File: src/spr_pkg.sv
`default_nettype none
// ----------------------------------------------------------------------------
// spr_pkg: shared definitions for the sequence pooling reducer
// Register widths and indexes, pooling modes, controller states and the
// command and status bundles between the controller and the datapath.
// ----------------------------------------------------------------------------
package spr_pkg;

  localparam int MAX_HIDDEN_DEF = 1024;
  localparam int MAX_SEQ_DEF    = 512;
  localparam int DATA_WIDTH_DEF = 16;

  localparam int MODE_W     = 2;
  localparam int SEQ_LEN_W  = 10;
  localparam int HID_LEN_W  = 11;
  localparam int CFG_IDX_W  = 2;
  localparam int CFG_DATA_W = 11;

  typedef enum logic [MODE_W-1:0] {
    POOL_MAX   = 2'd0,
    POOL_MEAN  = 2'd1,
    POOL_FIRST = 2'd2,
    POOL_LAST  = 2'd3
  } pool_mode_e;

  typedef enum logic [CFG_IDX_W-1:0] {
    CFG_POOL_MODE     = 2'd0,
    CFG_SEQ_LENGTH    = 2'd1,
    CFG_HIDDEN_LENGTH = 2'd2
  } cfg_index_e;

  typedef enum logic [1:0] {
    ST_IDLE,
    ST_CALC,
    ST_DIV,
    ST_EMIT
  } ctrl_state_e;

  typedef struct packed {
    logic load;       // beat accepted: capture element, read accumulator
    logic calc;       // update accumulator, advance positions
    logic div_start;  // start the mean division
    logic out_load;   // move the result into the output register
  } ctrl_cmd_t;

  typedef struct packed {
    logic emit;       // current element produces a result
    logic use_div;    // that result needs the mean division
    logic div_done;   // quotient is ready
    logic out_free;   // output register can take a new result
  } ctrl_stat_t;

endpackage
`default_nettype wire

File: src/spr_ctrl.sv
`default_nettype none
// ----------------------------------------------------------------------------
// spr_ctrl: sequencing state machine
// Steps each beat through accumulator update and, for a beat that yields a
// result, optional division and the hand-off into the output register.
// ----------------------------------------------------------------------------
module spr_ctrl (
  input  logic                clk_i,
  input  logic                rst_ni,
  input  logic                in_valid_i,
  output logic                in_ready_o,
  input  spr_pkg::ctrl_stat_t stat_i,
  output spr_pkg::ctrl_cmd_t  cmd_o
);
  import spr_pkg::*;

  ctrl_state_e state_q, state_d;

  always_ff @(posedge clk_i or negedge rst_ni) begin
    if (!rst_ni) begin
      state_q <= ST_IDLE;
    end else begin
      state_q <= state_d;
    end
  end

  always_comb begin
    state_d = state_q;
    unique case (state_q)
      ST_IDLE: begin
        if (in_valid_i) state_d = ST_CALC;
      end
      ST_CALC: begin
        if (!stat_i.emit)        state_d = ST_IDLE;
        else if (stat_i.use_div) state_d = ST_DIV;
        else                     state_d = ST_EMIT;
      end
      ST_DIV: begin
        if (stat_i.div_done) state_d = ST_EMIT;
      end
      ST_EMIT: begin
        if (stat_i.out_free) state_d = ST_IDLE;
      end
      default: state_d = ST_IDLE;
    endcase
  end

  always_comb begin
    in_ready_o      = 1'b0;
    cmd_o.load      = 1'b0;
    cmd_o.calc      = 1'b0;
    cmd_o.div_start = 1'b0;
    cmd_o.out_load  = 1'b0;
    unique case (state_q)
      ST_IDLE: begin
        in_ready_o = 1'b1;
        cmd_o.load = in_valid_i;
      end
      ST_CALC: begin
        cmd_o.calc      = 1'b1;
        cmd_o.div_start = stat_i.emit && stat_i.use_div;
      end
      ST_DIV: ;
      ST_EMIT: begin
        cmd_o.out_load = stat_i.out_free;
      end
      default: ;
    endcase
  end

endmodule
`default_nettype wire

File: config.mk
export PLATFORM = sky130hd
export DESIGN_NAME = spr_ctrl
export DESIGN_NICKNAME = d
export VERILOG_FILES = /design/src/spr_pkg.sv /design/src/spr_ctrl.sv
export SDC_FILE = /design/constraint.sdc
export NUM_CORES = 1
export LEC_CHECK = 0
export BUFFER_PORTS_ARGS = -buffer_cell sky130_fd_sc_hd__buf_2
export CELL_PAD_IN_SITES_DETAIL_PLACEMENT = 1
export CELL_PAD_IN_SITES_GLOBAL_PLACEMENT = 1
export CORE_AREA = 3 3 40 42
export DETAILED_ROUTE_END_ITERATION = 16
export DIE_AREA = 0 0 43 45
export PLACE_DENSITY = 0.41
export SETUP_SLACK_MARGIN = 0.02
export SLEW_MARGIN = 10
export SYNTH_ARGS = -nofsm -noshare
export SYNTH_HDL_FRONTEND = slang
export SYNTH_SLANG_ARGS = --single-unit
File: constraint.sdc
create_clock -name clk_i -period 0.9 [get_ports clk_i]
set_input_delay 0.045 -clock clk_i [delete_from_list [all_inputs] [get_ports clk_i]]
set_output_delay 0.045 -clock clk_i [all_outputs]
set_load 0.03 [all_outputs]
# After elaboration in Yosys (flattened, before gate mapping)
# Index checks and enable logic that the tools add are counted.
word_totals:
  regBits: 2
classes:
  reduce_logical: 3
  n_eq_ne: 6
  n_mux: 10
op_table:
  columns: ["operator", "n"]
  rows:
  - ["two-way mux 2 bit", 5]
  - ["one-hot mux 2 bit (4 select lines)", 1]
  - ["!= test 2 bit (second input constant)", 3]
  - ["equality test 2 bit (second input constant)", 2]
  - ["two-way mux 1 bit", 4]
  - ["AND reduction 3 bit", 1]
  - ["equality test 2 x 1 -> 1 bit (second input constant)", 1]
  - ["logical NOT 2 bit", 1]
  - ["logical AND 1 bit", 1]

# Longest topological paths before layout
# Gate-level depths: netlist of the first run.
depth:
  word_depth: 3
  depth_mapped: 3

# Least setup slack after synthesis of the first run
# Ideal clock, no wire load.
synth_timing:
  path_type: "flip-flop to output port"
  from: "register (tool-made name)"
  to: "output port cmd_o[3] (netlist bit)"
  t_arrival_ns: 1.245
  slack_ns: -0.390
  path_stages_with_launch: 3
  n_path_buf: 0
  t_required_ns: 0.855
  path_cell_list: "dfrtp_1 > nor2_1 > and2_1"
synth_lines:
  columns: ["item", "line", "text"]
  rows:
  - ["end, declared", "spr_ctrl.sv:13", "output spr_pkg::ctrl_cmd_t cmd_o"]

==> results of run 1 <==
-- per-layer routing --
metal | vias up | wire length, um
li1 | 88 | -
met1 | 81 | 228
met2 | 12 | 202
met3 | 0 | 39
met4 | 0 | 0
met5 | - | 0
-- cell families after synthesis --
kind of cell           count (synthesis)  synth area share
AOI/OAI and AO/OA                      4             0.186
DFF                                    2             0.412
and+or+nand+nor                        8             0.371
buffers and inverters                  1            0.0309
-- stage by stage --
step,setup TNS [ps],hold slack (ps),utilization
after floorplan,-277,-251,-
after global placement,-215,-168,0.167
after detailed placement,-272,-168,0.167
after CTS,-1120,112,0.226
after global routing,-1340,130,0.226
final,-1000,129,0.226
-- cell usage in the layout, fill, tap and decap left out --
master	instances
sky130_fd_sc_hd__buf_6	3
sky130_fd_sc_hd__and2_4	1
sky130_fd_sc_hd__nand3b_1	1
sky130_fd_sc_hd__inv_2	1
sky130_fd_sc_hd__dfrtp_2	2
sky130_fd_sc_hd__nor2_1	1
sky130_fd_sc_hd__nor2_4	2
sky130_fd_sc_hd__clkbuf_1	1
sky130_fd_sc_hd__a21oi_1	2
sky130_fd_sc_hd__and3_2	1
sky130_fd_sc_hd__dlygate4sd3_1	1
sky130_fd_sc_hd__clkbuf_4	3
sky130_fd_sc_hd__o21ai_1	1
sky130_fd_sc_hd__a22oi_1	1
sky130_fd_sc_hd__and3_4	1
sky130_fd_sc_hd__nand2_1	1
sky130_fd_sc_hd__buf_4	3
sky130_fd_sc_hd__buf_2	7
-- power breakdown --
group / internal, mW / switching, mW / total, mW
registers: 0.147 / 0.110 / 0.257
logic: 0.273 / 0.300 / 0.573
clock network: 0.165 / 0.0604 / 0.226
total: 0.585 / 0.470 / 1.05
-- how the worst max path moves through the flow --
stage	end	cells past startpoint	slack, ps	from
after floorplan	cmd_o[1]	3	-100	state_q[0]$_DFFE_PN0P_
after global placement	cmd_o[1]	4	-90	state_q[0]$_DFFE_PN0P_
after detailed placement	cmd_o[1]	4	-110	state_q[0]$_DFFE_PN0P_
after CTS	cmd_o[1]	4	-270	state_q[0]$_DFFE_PN0P_
after global routing	cmd_o[1]	4	-290	state_q[0]$_DFFE_PN0P_
final	cmd_o[1]	4	-240	state_q[0]$_DFFE_PN0P_
-- worst max-delay path, stage by stage, from the launching register on --
cell and delay, ps:
sky130_fd_sc_hd__dfrtp_2 430, sky130_fd_sc_hd__inv_2 70, sky130_fd_sc_hd__nor2_4 80, sky130_fd_sc_hd__and3_4 170
sky130_fd_sc_hd__buf_6 120
-- repair_timing --
item / CTS / global route
endpoints found under the setup margin: 7 / 7
hold buffers: 1 / 0
endpoints found under the hold margin: 2 / 0
pin swaps: 4 / 2
resized for setup: 9 / 1
setup buffers: 2 / 0
cloned: 0 / 0
-- final cells by class --
class,count,area [sq um],area share
Multi-Input combinational cell,12,87.6,0.302
Tap cell,15,18.8,0.0647
Clock buffer,4,26.3,0.0905
Sequential cell,2,52.6,0.181
Inverter,1,3.75,0.0129
Timing Repair Buffer,14,101,0.349
==> metrics.json, run 1 <==
{
  "p_leak": {"value": 0.138, "unit": "nW"},
  "clock_path_buffers": {"value": 2},
  "fillerInstances": {"value": 159},
  "drtIter0Drc": {"value": 1},
  "timing.final.setup_violations": {"value": 6},
  "detail_route.vias_per_cell": {"value": 3.77},
  "yosys_warnings": {"value": 0},
  "clock_skew": {"value": 10.8, "unit": "ps"},
  "synth_seq_cells": {"value": 2},
  "crit-reg2reg-launch": {"value": "state_q[0]$_DFFE_PN0P_"},
  "holdCritPathClass": {"value": "in -> async"},
  "timing.critical_path.required": {"value": 850, "unit": "ps"},
  "rsz0062_at_grt": {"value": "true"},
  "netlist_area": {"value": 121, "unit": "sq um"},
  "via_count": {"value": 181},
  "synth_edf_count": {"value": 0},
  "tritoncts": {"value": "done"},
  "core_area": {"value": 1280, "unit": "sq um"},
  "dieArea": {"value": 1940, "unit": "sq um"},
  "numCtsBuffers": {"value": 3},
  "final_period_minus_worst_setup_slack": {"value": 1140, "unit": "ps"},
  "number_of_antenna_violations_at_the_first_check_in_global_routing": {"value": 0},
  "dieHeight": {"value": 45, "unit": "um"},
  "netlist-cell-type-count": {"value": 12},
  "hold_violations": {"value": 0},
  "synth_area_leaders": {"value": "sky130_fd_sc_hd__dfrtp_1 (41%), sky130_fd_sc_hd__a21oi_1 (8.2%), sky130_fd_sc_hd__a22oi_1 (6.2%), sky130_fd_sc_hd__and3_2 (6.2%), sky130_fd_sc_hd__nand3b_1 (6.2%)"},
  "fmax": {"value": 874, "unit": "MHz"},
  "fp.dieW": {"value": 43, "unit": "um"},
  "drive_above_1_share": {"value": 0.727},
  "synth_top_cell_by_area": {"value": "sky130_fd_sc_hd__dfrtp_1"},
  "gp_routability_congestion": {"value": 0.681},
  "clkLatencyLatePin": {"value": 230, "unit": "ps"},
  "cap_violations": {"value": 0},
  "grt_start_max_net_pins": {"value": 7},
  "floorplan.initialDensity": {"value": 0.0944},
  "crit-reg2reg-capture": {"value": "state_q[0]$_DFFE_PN0P_"},
  "startpoint_class": {"value": "flip-flop"},
  "port-buffer-count": {"value": 11},
  "grt_pass1_wl": {"value": 855, "unit": "um"},
  "clockRootBuffer": {"value": "sky130_fd_sc_hd__clkbuf_4"},
  "report.final.slew_viol_count": {"value": 0},
  "ir_worst_vdd": {"value": 1030, "unit": "uV"},
  "synth_sequential_area_ratio": {"value": 0.412},
  "reg2reg_depth": {"value": 4},
  "global_routing_met3_resource_utilization": {"value": 0.0279},
  "placement.setup.worst_slack": {"value": -108, "unit": "ps"},
  "leading_post_synthesis_cells_by_instance_count": {"value": "sky130_fd_sc_hd__a21oi_1 (2), sky130_fd_sc_hd__dfrtp_1 (2), sky130_fd_sc_hd__nor2_1 (2)"},
  "critical_path.endpoint_type": {"value": "primary output"},
  "proportion_of_register_bits_with_asynchronous_set_or_reset_after_synthesis": {"value": 1.00},
  "synth_top_area_frac": {"value": 0.412},
  "setup.worst_path.class": {"value": "reg -> out"},
  "total_power_consumption_of_the_routed_design": {"value": 1.05, "unit": "mW"},
  "final_nets": {"value": 41},
  "avgSynthCellArea": {"value": 8.09, "unit": "sq um"},
  "p_per_area": {"value": 3630, "unit": "nW/um^2"},
  "htree_num_levels": {"value": 1},
  "grtUsageTotal": {"value": 0.0632},
  "run_status": {"value": "finished, violations left"},
  "core.rowCount": {"value": 13},
  "synth_ff_type": {"value": "sky130_fd_sc_hd__dfrtp_1"},
  "detailed_place.area": {"value": 215, "unit": "sq um"},
  "drt_pre_antenna_iters": {"value": 2},
  "grt_most_used_layer": {"value": "met2"},
  "clock_sink_count": {"value": 2},
  "fin_cells": {"value": 48},
  "max-slew-margin-rel": {"value": 0.881},
  "gr-usage-met1": {"value": 0.0721},
  "via_count_of_the_first_global_routing_pass": {"value": 196},
  "final_antenna_net_count": {"value": 0},
  "postRouteWirelength": {"value": 470, "unit": "um"},
  "worst_ep_arrival_time": {"value": 1100, "unit": "ps"},
  "io-pin-count": {"value": 12},
  "routed_wire_length_per_instance": {"value": 9.79, "unit": "um"},
  "final_min_period_over_clock_period": {"value": 1.27},
  "tightestPinTransition": {"value": 179, "unit": "ps"},
  "synth_fp_nets": {"value": 22},
  "minimum_setup_slack_in_the_final_design": {"value": -244, "unit": "ps"},
  "number_of_instances_in_the_synthesized_netlist": {"value": 15},
  "cts.reportedPaths.clkPinSlew": {"value": 40, "unit": "ps"},
  "gr-usage-met2": {"value": 0.0808},
  "failed_checks": {"value": "negative setup slack"},
  "worst-path-max-fanout": {"value": 6},
  "route.detailed.drc": {"value": 0},
  "antenna_cells_inserted": {"value": 0},
  "regToRegSetupSlack": {"value": -90, "unit": "ps"},
  "grt_overflow_total": {"value": 0},
  "placed_cells": {"value": 41},
  "postLayoutCellArea": {"value": 290, "unit": "sq um"},
  "syn2layout_area_growth": {"value": 139, "unit": "%"}
}
No activity file was read; power rests on OpenSTA's default activity.
==> run 2: changes to the inputs <==
--- a/config.mk
+++ b/config.mk
@@ -12,7 +12,6 @@
 export DETAILED_ROUTE_END_ITERATION = 16
 export DIE_AREA = 0 0 43 45
 export PLACE_DENSITY = 0.41
-export SETUP_SLACK_MARGIN = 0.02
 export SLEW_MARGIN = 10
 export SYNTH_ARGS = -nofsm -noshare
 export SYNTH_HDL_FRONTEND = slang
==> constraint.sdc (replaced) <==
create_clock -name clk_i -period 1.5 [get_ports clk_i]
set_input_delay 0.075 -clock clk_i [delete_from_list [all_inputs] [get_ports clk_i]]
set_output_delay 0.075 -clock clk_i [all_outputs]
set_load 0.03 [all_outputs]
==> run 2 against run 1 <==
Effect of this change: the run now ends clean; worst setup slack improved by 520 ps; global-route usage is 0.74 points lower; sequential cell count is the same; critical path depth unchanged; clock power shrank 48%; sequential share of layout area is 3.9 points higher; sequential power down 49%; first-iteration DRC count grew to 3.0 times the previous value; routed wire length is 11% lower; combinational power is 59% lower; final area down 22%; critical path type unchanged; critical endpoint unchanged.
==> metrics.json, run 2 (synthesized netlist as in run 1, its figures left out) <==
{
  "drt_pre_antenna_iters": {"value": 2},
  "core_area": {"value": 1280, "unit": "sq um"},
  "htree_num_levels": {"value": 1},
  "cap_violations": {"value": 0},
  "cts_repair_resize_count": {"value": 0},
  "slowest_stage": {"value": "sky130_fd_sc_hd__dfrtp_1"},
  "tightestPinTransition": {"value": 210, "unit": "ps"},
  "gp_routability_congestion": {"value": 0.696},
  "cts_post_setup_buffers_inserted": {"value": 0},
  "antenna_cells_inserted": {"value": 0},
  "final_period_minus_worst_setup_slack": {"value": 1220, "unit": "ps"},
  "via_count": {"value": 163},
  "fp.dieW": {"value": 43, "unit": "um"},
  "syn2layout_area_growth": {"value": 87.6, "unit": "%"},
  "clock_sink_count": {"value": 2},
  "grt_pass1_wl": {"value": 724, "unit": "um"},
  "worst_ep_arrival_time": {"value": 1150, "unit": "ps"},
  "final_nets": {"value": 39},
  "rsz0062_at_grt": {"value": "false"},
  "holdCritPathClass": {"value": "in -> reg"},
  "hold_depth": {"value": 3},
  "setup-tns-final": {"value": 0, "unit": "ps"},
  "regToRegSetupSlack": {"value": 640, "unit": "ps"},
  "crit-reg2reg-capture": {"value": "state_q[0]$_DFFE_PN0P_"},
  "worst_hold_launch": {"value": "stat_i[3]"},
  "numCtsBuffers": {"value": 3},
  "clock_skew": {"value": 2.47, "unit": "ps"},
  "fmax": {"value": 817, "unit": "MHz"},
  "run_status": {"value": "finished, final reports clean"},
  "startpoint_class": {"value": "flip-flop"},
  "drtIter0Drc": {"value": 3},
  "critical_path.endpoint_type": {"value": "primary output"},
  "clockRootBuffer": {"value": "sky130_fd_sc_hd__clkbuf_4"},
  "worst-path-max-fanout": {"value": 7},
  "drive_above_1_share": {"value": 0.567},
  "grt_start_max_net_pins": {"value": 8},
  "minimum_setup_slack_in_the_final_design": {"value": 276, "unit": "ps"},
  "port-buffer-count": {"value": 11},
  "clock_path_buffers": {"value": 2},
  "floorplan.initialDensity": {"value": 0.0944},
  "tritoncts": {"value": "done"},
  "hold_violations": {"value": 0},
  "ir_worst_vdd": {"value": 606, "unit": "uV"},
  "grtUsageTotal": {"value": 0.0558},
  "p_per_area": {"value": 2120, "unit": "nW/um^2"},
  "final_min_period_over_clock_period": {"value": 0.816},
  "reg2reg_depth": {"value": 3},
  "placement.setup.worst_slack": {"value": 512, "unit": "ps"},
  "max-slew-margin-rel": {"value": 0.860},
  "cts.reportedPaths.clkPinSlew": {"value": 30, "unit": "ps"},
  "number_of_antenna_violations_at_the_first_check_in_global_routing": {"value": 0},
  "timing.critical_path.required": {"value": 1420, "unit": "ps"},
  "postRouteWirelength": {"value": 416, "unit": "um"},
  "crit-reg2reg-launch": {"value": "state_q[0]$_DFFE_PN0P_"},
  "total_power_consumption_of_the_routed_design": {"value": 0.483, "unit": "mW"},
  "detail_route.vias_per_cell": {"value": 3.62},
  "timing.final.setup_violations": {"value": 0},
  "combined_buffer_and_inverter_count_along_the_critical_path": {"value": 2},
  "final_antenna_net_count": {"value": 0},
  "route.detailed.drc": {"value": 0},
  "routed_wire_length_per_instance": {"value": 9.24, "unit": "um"},
  "worst_path_largest_cell_delay": {"value": 440, "unit": "ps"},
  "mostFrequentLayoutCell": {"value": "sky130_fd_sc_hd__buf_2"},
  "grt_overflow_total": {"value": 0},
  "mostFrequentLayoutCells": {"value": "sky130_fd_sc_hd__buf_2 (11), sky130_fd_sc_hd__clkbuf_4 (3), sky130_fd_sc_hd__nor2_1 (2), sky130_fd_sc_hd__a21oi_1 (2), sky130_fd_sc_hd__dfrtp_1 (2)"},
  "core.rowCount": {"value": 13},
  "io-pin-count": {"value": 12},
  "p_leak": {"value": 0.125, "unit": "nW"},
  "critical_path.top_delay_family": {"value": "flip-flops"},
  "dieHeight": {"value": 45, "unit": "um"},
  "worstPathCellList": {"value": "inv_2 -> nor2_2 -> and3_1 -> buf_2"},
  "clkLatencyLatePin": {"value": 220, "unit": "ps"},
  "utilization": {"value": 0.177},
  "setup.worst_path.class": {"value": "reg -> out"},
  "via_count_of_the_first_global_routing_pass": {"value": 167},
  "dieArea": {"value": 1940, "unit": "sq um"},
  "report.final.slew_viol_count": {"value": 0}
}
## run 2: final cells by class
cell class | count | area [sq um]
Clock buffer | 3 | 22.5
Tap cell | 15 | 18.8
Sequential cell | 2 | 50.0
Multi-Input combinational cell | 12 | 67.6
Inverter | 1 | 3.75
Timing Repair Buffer | 12 | 65.1
Fill cell | 163 | 1060
## run 2: how the worst max path moves through the flow
stage	start	to	slack (ps)	cells after the start
after CTS	state_q[0]$_DFFE_PN0P_	cmd_o[1]	260	4
after floorplan	flip-flop	cmd_o[3]	180	2
final	state_q[0]$_DFFE_PN0P_	cmd_o[1]	280	4
after global placement	state_q[0]$_DFFE_PN0P_	cmd_o[1]	520	4
after global routing	state_q[0]$_DFFE_PN0P_	cmd_o[1]	200	4
after detailed placement	state_q[0]$_DFFE_PN0P_	cmd_o[1]	510	4
## run 2: timing repair
item,CTS,global route
endpoints found under the setup margin,0,0
hold endpoints to repair,2,0
hold buffers,1,0
## run 2: per-stage QoR
stage	instances	hold slack, ps	instance area [sq um]
after global routing	45	169	228
after floorplan	15	-221	121
after global placement	41	-139	195
final	45	132	228
after detailed placement	41	-137	195
after CTS	45	133	228
## run 2: tightest hold or removal path: stages
cell and delay, ps:
sky130_fd_sc_hd__buf_2 100, sky130_fd_sc_hd__a21oi_1 60, sky130_fd_sc_hd__nor2_1 80
## run 2: layer usage
| layer | track usage | up-vias | part of all wire |
|---|---|---|---|
| met2 | 0.0659 | 11 | 0.36 |
| met4 | 0.0723 | 0 | 0 |
| met5 | 0 | - | 0 |
| met3 | 0.0279 | 0 | 0.12 |
| li1 | - | 82 | - |
| met1 | 0.0627 | 70 | 0.51 |
## run 2: power breakdown
group / leakage, nW / switching (mW) / internal, mW
sequential: 0.0226 / 0.0474 / 0.0824
clock: 0.0138 / 0.0299 / 0.0882
combinational: 0.0885 / 0.154 / 0.0813
total: 0.125 / 0.231 / 0.252
==> run 3: changes to the inputs <==
--- a/config.mk
+++ b/config.mk
@@ -11,7 +11,7 @@
 export CORE_AREA = 3 3 40 42
 export DETAILED_ROUTE_END_ITERATION = 16
 export DIE_AREA = 0 0 43 45
-export PLACE_DENSITY = 0.41
+export PLACE_DENSITY = 0.42
 export SLEW_MARGIN = 10
 export SYNTH_ARGS = -nofsm -noshare
 export SYNTH_HDL_FRONTEND = slang
==> constraint.sdc (replaced) <==
create_clock -name clk_i -period 1.03 [get_ports clk_i]
set_input_delay 0.0515 -clock clk_i [delete_from_list [all_inputs] [get_ports clk_i]]
set_output_delay 0.0515 -clock clk_i [all_outputs]
set_load 0.03 [all_outputs]
==> run 3 against run 2 <==
Effect of this change: the flow now finishes with violations (negative setup slack); clock power is 65% higher; routed wire length grew 12%; core utilization is 5.9 points higher; sequential share of layout area down 4.7 points; worst setup slack lost 410 ps; non-clock buffer count increased by 3; critical endpoint unchanged; highest routed layer unchanged.
==> metrics.json, run 3 (synthesized netlist as in run 1, its figures left out) <==
{
  "rsz0062_at_grt": {"value": "true"},
  "mostFrequentLayoutCells": {"value": "sky130_fd_sc_hd__buf_2 (6), sky130_fd_sc_hd__buf_6 (4), sky130_fd_sc_hd__buf_4 (4)"},
  "report.final.slew_viol_count": {"value": 0},
  "placed_cells": {"value": 41},
  "via_count_of_the_first_global_routing_pass": {"value": 208},
  "worst-path-max-fanout": {"value": 6},
  "startpoint_class": {"value": "flip-flop"},
  "worst_ep_arrival_time": {"value": 1110, "unit": "ps"},
  "crit_path_start": {"value": "state_q[0]$_DFFE_PN0P_"},
  "gp_routability_congestion": {"value": 0.763},
  "final_min_period_over_clock_period": {"value": 1.13},
  "drive_above_1_share": {"value": 0.735},
  "dieHeight": {"value": 45, "unit": "um"},
  "final_period_minus_worst_setup_slack": {"value": 1160, "unit": "ps"},
  "grtUsageTotal": {"value": 0.0575},
  "max-slew-margin-rel": {"value": 0.880},
  "clock_skew": {"value": 5.96, "unit": "ps"},
  "grt_start_max_net_pins": {"value": 7},
  "fin_cells": {"value": 49},
  "floorplan.initialDensity": {"value": 0.0944},
  "core.rowCount": {"value": 13},
  "regToRegSetupSlack": {"value": 30, "unit": "ps"},
  "fmax": {"value": 858, "unit": "MHz"},
  "setup.worst_path.class": {"value": "reg -> out"},
  "tightestPinTransition": {"value": 181, "unit": "ps"},
  "via_count": {"value": 185},
  "drt_pre_antenna_iters": {"value": 4},
  "htree_num_levels": {"value": 1},
  "minimum_setup_slack_in_the_final_design": {"value": -135, "unit": "ps"},
  "dieArea": {"value": 1940, "unit": "sq um"},
  "final_nets": {"value": 42},
  "io-pin-count": {"value": 12},
  "routed_wire_length_per_instance": {"value": 9.53, "unit": "um"},
  "p_per_area": {"value": 3190, "unit": "nW/um^2"},
  "numCtsBuffers": {"value": 3},
  "timing.final.setup_violations": {"value": 4},
  "ir_worst_vdd": {"value": 1010, "unit": "uV"},
  "port-buffer-count": {"value": 11},
  "holdCritPathClass": {"value": "in -> async"},
  "cap_violations": {"value": 0},
  "critical_path.endpoint_type": {"value": "primary output"},
  "run_status": {"value": "finished, violations left"},
  "detail_route.vias_per_cell": {"value": 3.78},
  "tritoncts": {"value": "done"},
  "postRouteWirelength": {"value": 467, "unit": "um"},
  "fillerInstances": {"value": 154},
  "failed_checks": {"value": "negative setup slack"},
  "cts.reportedPaths.clkPinSlew": {"value": 40, "unit": "ps"},
  "p_leak": {"value": 0.144, "unit": "nW"},
  "placement.setup.worst_slack": {"value": 21.6, "unit": "ps"},
  "timing.critical_path.required": {"value": 980, "unit": "ps"},
  "clock_sink_count": {"value": 2},
  "drtIter0Drc": {"value": 1},
  "grt_pass1_wl": {"value": 772, "unit": "um"},
  "grt_overflow_total": {"value": 0},
  "crit-reg2reg-capture": {"value": "state_q[0]$_DFFE_PN0P_"},
  "hold_violations": {"value": 0},
  "clockRootBuffer": {"value": "sky130_fd_sc_hd__clkbuf_4"},
  "reg2reg_depth": {"value": 4},
  "core_area": {"value": 1280, "unit": "sq um"},
  "final_antenna_net_count": {"value": 0},
  "fp.dieW": {"value": 43, "unit": "um"},
  "clkLatencyLatePin": {"value": 230, "unit": "ps"},
  "clock_path_buffers": {"value": 2},
  "antenna_cells_inserted": {"value": 0},
  "number_of_antenna_violations_at_the_first_check_in_global_routing": {"value": 0},
  "utilization": {"value": 0.237},
  "crit-reg2reg-launch": {"value": "state_q[0]$_DFFE_PN0P_"},
  "route.detailed.drc": {"value": 0},
  "mostFrequentLayoutCell": {"value": "sky130_fd_sc_hd__buf_2"},
  "syn2layout_area_growth": {"value": 151, "unit": "%"}
}
## run 3: worst max path at each step
stage | endpoint | slack (ps) | depth (start not counted)
after floorplan | cmd_o[1] | 20 | 2
after global placement | cmd_o[1] | 40 | 3
after detailed placement | cmd_o[1] | 20 | 3
after CTS | cmd_o[1] | -140 | 3
after global routing | cmd_o[1] | -180 | 4
final | cmd_o[1] | -130 | 4
## run 3: repair_timing
action	CTS	global route
hold buffers	1	0
gates resized for setup	8	4
setup buffers	1	2
gates cloned	0	0
pin swaps	0	0
setup endpoints to repair	5	5
hold endpoints to repair	2	0
## run 3: through the flow
step                      total power, mW  hold slack (ps)  instance area, sq um  TNS, ps
after floorplan                     0.490             -244                   141        0
after global placement              0.590             -164                   215        0
after detailed placement            0.601             -160                   215        0
after CTS                           0.886              122                   279     -352
after global routing                 1.05              156                   304     -587
final                               0.971              130                   304     -397
## run 3: cell type report
| type | instances | area (sq um) | share of cell area |
|---|---|---|---|
| sequential | 2 | 52.6 | 0.173 |
| timing repair buffer | 15 | 115 | 0.379 |
| tap | 15 | 18.8 | 0.0617 |
| multi-input combinational | 12 | 87.6 | 0.288 |
| clock buffer | 4 | 26.3 | 0.0864 |
| inverter | 1 | 3.75 | 0.0123 |
## run 3: worst max-delay path, cell delays in order, from the launching register on
cell and delay, ps:
sky130_fd_sc_hd__dfrtp_2 430, sky130_fd_sc_hd__inv_2 70, sky130_fd_sc_hd__nor2_4 80, sky130_fd_sc_hd__and3_4 180, sky130_fd_sc_hd__buf_6 120
## run 3: report_power, final
group | switching, mW | internal, mW
Clock | 0.0503 | 0.144
Sequential | 0.0925 | 0.128
Combinational | 0.273 | 0.282
## run 3: routing by layer
metal | global-route usage | wire length, um | up-vias
met4 | 0.0723 | 0 | 0
met2 | 0.0749 | 225 | 11
met1 | 0.0651 | 184 | 85
met5 | 0 | 0 | -
li1 | - | - | 89
met3 | 0.0199 | 57 | 0
